[config.mk]
export PLATFORM = sky130hd
export DESIGN_NAME = resistance_to_temperature_core
export DESIGN_NICKNAME = d
export VERILOG_FILES = /design/src/rtt_pkg.sv /design/src/resistance_to_temperature_core.sv
export SDC_FILE = /design/constraint.sdc
export NUM_CORES = 2
export LEC_CHECK = 0
export ABC_AREA = 0
export ABC_CLOCK_PERIOD_IN_PS = 9610
export BUFFER_PORTS_ARGS = -buffer_cell sky130_fd_sc_hd__buf_4
export CORE_ASPECT_RATIO = 0.7
export CORE_MARGIN = 5
export CORE_UTILIZATION = 60
export DETAILED_ROUTE_END_ITERATION = 8
export HOLD_SLACK_MARGIN = 0.12
export PLACE_DENSITY_LB_ADDON = 0.05
export SLEW_MARGIN = 0
export SYNTH_ARGS = -nofsm -noshare
export SYNTH_HDL_FRONTEND = slang
export SYNTH_SLANG_ARGS = --single-unit
[constraint.sdc]
create_clock -name i_clk -period 9.61 [get_ports i_clk]
set_input_delay 1.922 -clock i_clk [delete_from_list [all_inputs] [get_ports i_clk]]
set_output_delay 1.922 -clock i_clk [all_outputs]
set_load 0.03 [all_outputs]
[src/rtt_pkg.sv]
// Package for the resistance-to-temperature core: fixed-point step factors,
// status codes, register indexes and defaults. Used by resistance_to_temperature_core.
// No dependencies.
package rtt_pkg;

    // Default limit on the number of 0.48 percent steps in one search.
    localparam int MAX_STEPS_DEF = 255;

    // Width of the shared multiplier operands.
    localparam int MUL_W = 32;

    // Width of the running power; holds 1.0048**1023 with 24 fraction bits.
    localparam int PW_W = 32;

    localparam int FRAC_W = 24;

    localparam logic [PW_W-1:0]  FX_ONE  = 32'd16777216;
    localparam logic [63:0]      FX_HALF = 64'd8388608;
    localparam logic [MUL_W-1:0] FX_UP   = 32'd16857747;
    localparam logic [MUL_W-1:0] FX_DOWN = 32'd16696685;

    localparam logic [7:0]       BASE_TEMP   = 8'd50;
    localparam logic [MUL_W-1:0] REF_OHMS    = 32'd510;
    localparam logic [15:0]      MIN_SENSE   = 16'd50;
    localparam logic [MUL_W-1:0] MIN_PER_LEN = 32'd73;

    // Configuration register indexes.
    localparam int CFG_IDX_W = 8;
    localparam logic [CFG_IDX_W-1:0] REG_WIRE_LENGTH = 8'd0;
    localparam logic [CFG_IDX_W-1:0] REG_OHMS_AT_50C = 8'd1;

    localparam logic [15:0] WIRE_LENGTH_RST = 16'd1;
    localparam logic [15:0] OHMS_AT_50C_RST = 16'd100;

    typedef enum logic [1:0] {
        STATUS_VALID = 2'd0,
        STATUS_BAD   = 2'd1,
        STATUS_LOW   = 2'd2
    } t_status;

endpackage

[src/resistance_to_temperature_core.sv]
// Resistance-to-temperature core: converts two millivolt readings into a
// saturated temperature code with one shared 32x32 multiplier and a sequencer.
// Depends on rtt_pkg.
//
//  channel  | handshake                        | payload
//  ---------+----------------------------------+------------------------------------
//  input    | start, busy (taken: start&!busy) | i_sense_millivolts, i_total_millivolts
//  result   | o_result_valid (one-cycle strobe)| o_temperature, o_status
//  config   | i_cfg_valid, o_cfg_ready         | i_cfg_index, i_cfg_data
//
// A bad reading gives its result in the cycle after the item is taken. Otherwise
// four setup multiplies run, a low-resistance result follows them, and a search
// of at most MAX_STEPS steps runs on the shared multiplier; each step rounds the
// power, forms the two partial products of the divider term and compares, which
// also forms the next power update. Reset is synchronous and restores the register
// defaults. busy is high while an item is in work; results cannot be stalled.
module resistance_to_temperature_core #(
    parameter int MAX_STEPS = rtt_pkg::MAX_STEPS_DEF
) (
    input  logic                           i_clk,
    input  logic                           i_rst_n,
    input  logic                           start,
    output logic                           busy,
    input  logic [15:0]                    i_sense_millivolts,
    input  logic [15:0]                    i_total_millivolts,
    output logic                           o_result_valid,
    output logic [7:0]                     o_temperature,
    output logic [1:0]                     o_status,
    input  logic                           i_cfg_valid,
    output logic                           o_cfg_ready,
    input  logic [rtt_pkg::CFG_IDX_W-1:0]  i_cfg_index,
    input  logic [15:0]                    i_cfg_data
);

    localparam int STEP_W = $clog2(MAX_STEPS + 1);
    localparam int TW     = ((STEP_W > 8) ? STEP_W : 8) + 1;
    localparam logic [STEP_W-1:0] STEP_LIMIT = STEP_W'(MAX_STEPS);

    typedef enum logic [9:0] {
        S_IDLE  = 10'b00_0000_0001,
        S_NUM   = 10'b00_0000_0010,
        S_WS    = 10'b00_0000_0100,
        S_LOW   = 10'b00_0000_1000,
        S_DEN   = 10'b00_0001_0000,
        S_PMUL  = 10'b00_0010_0000,
        S_ROUND = 10'b00_0100_0000,
        S_LO    = 10'b00_1000_0000,
        S_HI    = 10'b01_0000_0000,
        S_CMP   = 10'b10_0000_0000
    } t_state;

    t_state r_state;

    logic [15:0] r_wire_length;
    logic [15:0] r_ohms_at_50c;

    logic [15:0]             r_sense;
    logic [15:0]             r_diff;
    logic [24:0]             r_num;
    logic [31:0]             r_ws;
    logic [38:0]             r_low;
    logic [47:0]             r_den;
    logic                    r_up;
    logic [rtt_pkg::PW_W-1:0] r_pw;
    logic [63:0]             r_prod;
    logic [63:0]             r_acc;
    logic [STEP_W-1:0]       r_steps;

    logic       r_valid;
    logic [7:0] r_temp;
    logic [1:0] r_status;

    // Shared multiplier.
    logic [rtt_pkg::MUL_W-1:0] mul_a;
    logic [rtt_pkg::MUL_W-1:0] mul_b;
    logic [63:0]               mul_p;

    logic        up_now;
    logic        up_sel;
    logic        bad_reading;
    logic [63:0] round_sum;
    logic [63:0] den_pw;
    logic [63:0] num_scaled;
    logic        hit;
    logic        last_step;
    logic [TW-1:0] up_sum;
    logic [TW-1:0] down_diff;
    logic [7:0]  temp_code;

    assign busy        = (r_state != S_IDLE);
    assign o_cfg_ready = 1'b1;

    assign o_result_valid = r_valid;
    assign o_temperature  = r_temp;
    assign o_status       = r_status;

    assign bad_reading = (i_sense_millivolts < rtt_pkg::MIN_SENSE) ||
                         (i_sense_millivolts > i_total_millivolts);

    assign up_now = ({23'd0, r_num} > r_den);
    assign up_sel = (r_state == S_PMUL) ? up_now : r_up;

    always_comb begin
        mul_a = '0;
        mul_b = '0;
        case (r_state)
            S_NUM: begin
                mul_a = {16'd0, r_diff};
                mul_b = rtt_pkg::REF_OHMS;
            end
            S_WS: begin
                mul_a = {16'd0, r_wire_length};
                mul_b = {16'd0, r_sense};
            end
            S_LOW: begin
                mul_a = r_ws;
                mul_b = rtt_pkg::MIN_PER_LEN;
            end
            S_DEN: begin
                mul_a = r_ws;
                mul_b = {16'd0, r_ohms_at_50c};
            end
            S_PMUL, S_CMP: begin
                mul_a = r_pw;
                mul_b = up_sel ? rtt_pkg::FX_UP : rtt_pkg::FX_DOWN;
            end
            S_LO: begin
                mul_a = {8'd0, r_den[23:0]};
                mul_b = r_pw;
            end
            S_HI: begin
                mul_a = {8'd0, r_den[47:24]};
                mul_b = r_pw;
            end
            default: begin
                mul_a = '0;
                mul_b = '0;
            end
        endcase
    end

    assign mul_p = mul_a * mul_b;

    assign round_sum = r_prod + rtt_pkg::FX_HALF;

    // The divider term wraps at 64 bits, as the comparison is defined.
    assign den_pw     = r_acc + {r_prod[39:0], 24'd0};
    assign num_scaled = {15'd0, r_num, 24'd0};
    assign hit        = r_up ? (num_scaled <= den_pw) : (num_scaled >= den_pw);
    assign last_step  = hit || (r_steps == STEP_LIMIT);

    assign up_sum    = TW'(rtt_pkg::BASE_TEMP) + TW'(r_steps);
    assign down_diff = TW'(rtt_pkg::BASE_TEMP) - TW'(r_steps);

    always_comb begin
        if (r_up) begin
            temp_code = (up_sum > TW'(255)) ? 8'hFF : up_sum[7:0];
        end else begin
            temp_code = (TW'(r_steps) >= TW'(rtt_pkg::BASE_TEMP)) ? 8'd0 : down_diff[7:0];
        end
    end

    always_ff @(posedge i_clk) begin
        if (!i_rst_n) begin
            r_wire_length <= rtt_pkg::WIRE_LENGTH_RST;
            r_ohms_at_50c <= rtt_pkg::OHMS_AT_50C_RST;
        end else if (i_cfg_valid) begin
            if (i_cfg_index == rtt_pkg::REG_WIRE_LENGTH) begin
                r_wire_length <= i_cfg_data;
            end else if (i_cfg_index == rtt_pkg::REG_OHMS_AT_50C) begin
                r_ohms_at_50c <= i_cfg_data;
            end
        end
    end

    always_ff @(posedge i_clk) begin
        if (!i_rst_n) begin
            r_state <= S_IDLE;
            r_valid <= 1'b0;
        end else begin
            case (r_state)
                S_IDLE: begin
                    r_valid <= start && bad_reading;
                    if (start) begin
                        if (bad_reading) begin
                            r_temp   <= 8'd0;
                            r_status <= rtt_pkg::STATUS_BAD;
                        end else begin
                            r_state <= S_NUM;
                        end
                        r_sense <= i_sense_millivolts;
                        r_diff  <= i_total_millivolts - i_sense_millivolts;
                    end
                end
                S_NUM: begin
                    r_valid <= 1'b0;
                    r_num   <= mul_p[24:0];
                    r_state <= S_WS;
                end
                S_WS: begin
                    r_valid <= 1'b0;
                    r_ws    <= mul_p[31:0];
                    r_state <= S_LOW;
                end
                S_LOW: begin
                    r_valid <= 1'b0;
                    r_low   <= mul_p[38:0];
                    r_state <= S_DEN;
                end
                S_DEN: begin
                    r_den <= mul_p[47:0];
                    if ({14'd0, r_num} < r_low) begin
                        r_valid  <= 1'b1;
                        r_temp   <= 8'd0;
                        r_status <= rtt_pkg::STATUS_LOW;
                        r_state  <= S_IDLE;
                    end else begin
                        r_valid <= 1'b0;
                        r_pw    <= rtt_pkg::FX_ONE;
                        r_state <= S_PMUL;
                    end
                end
                S_PMUL: begin
                    r_valid <= 1'b0;
                    r_up    <= up_now;
                    r_prod  <= mul_p;
                    r_steps <= STEP_W'(1);
                    r_state <= S_ROUND;
                end
                S_ROUND: begin
                    r_valid <= 1'b0;
                    r_pw    <= round_sum[55:24];
                    r_state <= S_LO;
                end
                S_LO: begin
                    r_valid <= 1'b0;
                    r_acc   <= mul_p;
                    r_state <= S_HI;
                end
                S_HI: begin
                    r_valid <= 1'b0;
                    r_prod  <= mul_p;
                    r_state <= S_CMP;
                end
                S_CMP: begin
                    // The next power product is formed here and dropped if the search ends.
                    if (last_step) begin
                        r_valid  <= 1'b1;
                        r_temp   <= temp_code;
                        r_status <= rtt_pkg::STATUS_VALID;
                        r_state  <= S_IDLE;
                    end else begin
                        r_valid <= 1'b0;
                        r_prod  <= mul_p;
                        r_steps <= r_steps + STEP_W'(1);
                        r_state <= S_ROUND;
                    end
                end
                default: begin
                    r_valid <= 1'b0;
                    r_state <= S_IDLE;
                end
            endcase
        end
    end

endmodule
==> flow_metrics.py <==
metrics = {
    "status": {
        "outcome": "finished, violations left",
        "violations": "negative setup slack",
    },
    "run": {
        "drv_cap": 0,
    },
    "worst_setup_path": {
        "worst_ep_required_time_ps": 9920,
        "r2r_setup_slack_ps": -540,
        "worstPathArrival_ps": 10460,
        "slowest_delay_ps": 610,
        "worstSetupStartpointType": "register",
        "reg2reg_to": "r_acc[59]",
        "r2r_start": "r_num[1]",
        "cp-end-kind": "register",
        "r2r.worst_path.cells": 43,
        "path_max_fanout": 8,
        "slowest_stage": "fa_1",
        "worstSetupPathType": "reg -> reg",
        "critPathLaunch": "r_num[1]",
    },
    "synth": {
        "synth_compound_area_share_pct": 9.403,
        "synthCells": 5406,
        "synth_async_sr_flop_share_pct": 0,
        "yosysTopAreaCellShare_pct": 34.52,
        "synthMuxAreaShare_pct": 0.7327,
        "ys_types": 80,
        "netlist_area_um2": 52080,
        "synth_warnings": 0,
        "syn_area_per_cell_um2": 9.634,
        "synth_flop_cell": "edfxtp_1",
        "synth_simple_gate_area_share_pct": 12.00,
        "synth_top_area_cell": "fa_1",
        "ys_seq_elements": 390,
        "synthXorXnorAreaFrac_pct": 2.354,
        "synth_top_family_by_area": "adder cells",
        "synth_edf_count": 347,
        "synth-seq-area-share_pct": 21.66,
        "yosys-top-cells-area": "fa_1 (35%), edfxtp_1 (20%), ha_1 (9.6%)",
        "synthAdderAreaFrac_pct": 44.13,
    },
    "power": {
        "p_leak_nw": 29.50,
        "sw_frac_of_total_pct": 28.99,
        "ir_worst_vdd_v": 0.0002256,
        "powerDensity_nw_per_um2": 67.33,
        "netSwitchingPower_mw": 1.260,
        "p_clk_share_pct": 33.9,
        "internal_power_mw": 3.087,
        "pwr-share-comb_pct": 22.7,
        "seq_power_share_pct": 43.4,
    },
    "clock_network": {
        "cts_tree": "yes",
        "cts_root_buf": "clkbuf_16",
        "ctsLongestPathBuffers": 3,
        "clkTransAtPathRegs_ps": 70,
        "clock_latency_ps": 570,
        "htreeDepth": 2,
        "cts_sinks": 390,
        "hold_buffers": 0,
        "numCtsBuffers": 36,
    },
    "cells_and_area": {
        "multi_input_area_um2": 38320,
        "seqCellArea_um2": 11280,
        "drive_gt1_share_pct": 22.77,
        "syn_to_final_growth_pct": 23.97,
        "nFillCells": 6182,
        "nNetsFinal": 7519,
    },
    "placed_design": {
        "hpwl_um": 154600,
        "io_buffers": 71,
        "dp_slack_ps": -1150,
        "routabilityCongestion": 1.060,
    },
    "routing": {
        "wl_met1_um": 77070,
        "dr.pass1.iters": 7,
        "met3_length_um": 32950,
        "highest_layer": "met5",
        "first_iter_violations": 5961,
        "ant_nets": 0,
        "vias": 43790,
        "routed_via_density": 5.960,
        "finalWirelength_um": 188600,
        "wl_met2_um": 72560,
        "wl_per_cell_um": 25.68,
        "drcViolationCount": 0,
    },
    "sta": {
        "fin_ws_ps": -537.7,
        "fin_hold_ws_ps": 498.3,
        "relSlewSlack_pct": 15.36,
        "fmax_ghz": 0.09854,
        "hold_viol": 0,
        "setup_viol": 105,
        "worst_pin_slew_ps": 1270,
        "finalCritPeriodShare_pct": 105.6,
        "rsz0062_at_grt": "true",
        "finalCriticalPeriod_ps": 10150,
        "finalMaxSlewViolations": 0,
        "skew_ps": 21.12,
    },
    "die": {
        "boundaryPins": 73,
        "rows": 90,
        "start_util_pct": 60.46,
        "core-area_um2": 86150,
        "die_x_um": 362.2,
        "die_h_um": 256.5,
        "die_area_um2": 92890,
    },
    "hold_path": {
        "hold_class": "reg -> reg",
        "hold_depth": 2,
        "min_from": "r_ohms_at_50c[2]",
        "hold_end": "r_ohms_at_50c[2]",
    },
    "global_route": {
        "grt_pass1_vias": 43410,
        "grtUsageTotal_pct": 40.68,
        "grt_overflow": 0,
        "grt_pass1_wl_um": 280300,
        "antenna_found_initial": 7,
        "grt_max_degree": 65,
    },
}
-- power by group through the flow --
| stage | sequential, mW | combinational, mW | clock [mW] |
|---|---|---|---|
| global route | 1.89 | 1.14 | 1.56 |
| detailed placement | 1.92 | 0.888 | 0 |
| floorplan | 1.93 | 0.696 | 0 |
| global placement | 1.92 | 0.874 | 0 |
| finish | 1.89 | 0.987 | 1.47 |
| CTS | 1.89 | 0.915 | 1.48 |
-- worst max-delay path by stage --
stage | end | slack (ps) | cells after the start
4_1_cts | r_acc[57] | -370 | 42
6_report | r_acc[59] | -540 | 43
2_1_floorplan | r_acc[57] | 4 | 41
3_5_place_dp | r_acc[57] | -1150 | 40
3_3_place_gp | r_acc[57] | -1160 | 40
5_1_grt | r_acc[58] | -750 | 42
-- synth_stat cells, types with 34 or more instances --
master / count
xor2_1: 61
mux2i_1: 37
a21o_1: 83
a21oi_1: 232
ha_1: 400
dfxtp_1: 43
a22oi_1: 52
xnor2_1: 79
nand3_1: 69
clkbuf_1: 216
inv_1: 1078
o21ai_0: 136
nand2_1: 597
nor2_1: 530
and2_1: 34
fa_1: 898
edfxtp_1: 347
-- final cells by class --
class / count / share of cell area, %
Tap cell: 1150 / 2.228
Timing Repair Buffer: 917 / 12.83
Antenna cell: 7 / 0.02713
Clock inverter: 25 / 0.3643
Inverter: 1078 / 6.267
Clock buffer: 41 / 1.457
Multi-Input combinational cell: 3738 / 59.35
Sequential cell: 390 / 17.47
-- cells in the final DEF (no fill, tap or decap), types with 22 or more instances in the layout --
| master | netlist | final |
|---|---|---|
| o21ai_0 | 136 | 108 |
| clkbuf_16 | 0 | 37 |
| a22oi_1 | 52 | 52 |
| inv_1 | 1078 | 1004 |
| nand3_1 | 69 | 55 |
| fa_2 | 0 | 50 |
| and3_1 | 32 | 30 |
| buf_6 | 0 | 75 |
| conb_1 | 2 | 57 |
| edfxtp_1 | 347 | 347 |
| inv_2 | 0 | 74 |
| mux2i_1 | 37 | 37 |
| a21oi_1 | 232 | 165 |
| dfxtp_1 | 43 | 43 |
| nand4_1 | 33 | 33 |
| xnor2_1 | 79 | 61 |
| nor2_2 | 0 | 22 |
| fa_1 | 898 | 848 |
| and2_1 | 34 | 28 |
| ha_1 | 400 | 362 |
| buf_12 | 0 | 87 |
| nor2b_1 | 25 | 22 |
| nor4_1 | 27 | 23 |
| o21ai_1 | 14 | 23 |
| ha_4 | 0 | 30 |
| a21oi_2 | 0 | 43 |
| xor2_1 | 61 | 52 |
| nand2_1 | 597 | 586 |
| nor2_1 | 530 | 499 |
| a21oi_4 | 0 | 24 |
| buf_4 | 2 | 751 |
| a21o_1 | 83 | 81 |
| nor3_1 | 30 | 29 |
-- worst max-delay path: cells and delay by family (launching register included) --
family          cells  cell delay (ps)
compound gates     12             2010
simple gates        7             1220
flops               1              470
xor+xnor            1               70
fa+ha+maj          10             4830
buf+inv            13             1280
-- logic make-up after synthesis --
family,Yosys count
compound gates,746
mux,38
buf+inv,1334
simple gates,1458
flops,390
other cells,2
xor+xnor,140
fa+ha+maj,1298
-- per-layer routing --
layer / global-route usage [%] / vias up
met4: 9.809 / 4
met1: 61.25 / 21680
li1: - / 18660
met5: 1.187 / -
met2: 52.81 / 3052
met3: 19.25 / 387
-- what timing repair did --
action | CTS | global route
setup endpoints to repair | 147 | 171
pin swaps | 122 | 190
endpoints found under the hold margin | 0 | 0
cloned | 5 | 0
buffers inserted | 75 | 54
gates resized for setup | 325 | 255
-- sequential cells by signal, indices dropped and copies added (netlist names) --
signal and count:
r_acc 64, r_prod 56, r_den 48, r_low 39
r_pw 32, r_ws 32, r_num 25, r_diff 16
r_ohms_at_50c 16, r_sense 16, r_wire_length 16, r_state 10
o_temperature 8, r_steps 8, o_status 2, o_result_valid 1
r_up 1
-- metrics by stage --
stage	instance area [µm²]	cells	power (mW)	setup TNS, ps	util (%)
after floorplan	52470	5461	2.621	0	-
after global placement	59990	7156	2.797	-74820	69.64
after detailed placement	60010	7158	2.812	-74670	69.66
after CTS	63360	7297	4.280	-12620	73.55
after global routing	64550	7339	4.585	-57730	74.93
final	64570	7346	4.347	-30660	74.95
Power figures use the tool's default switching activity.
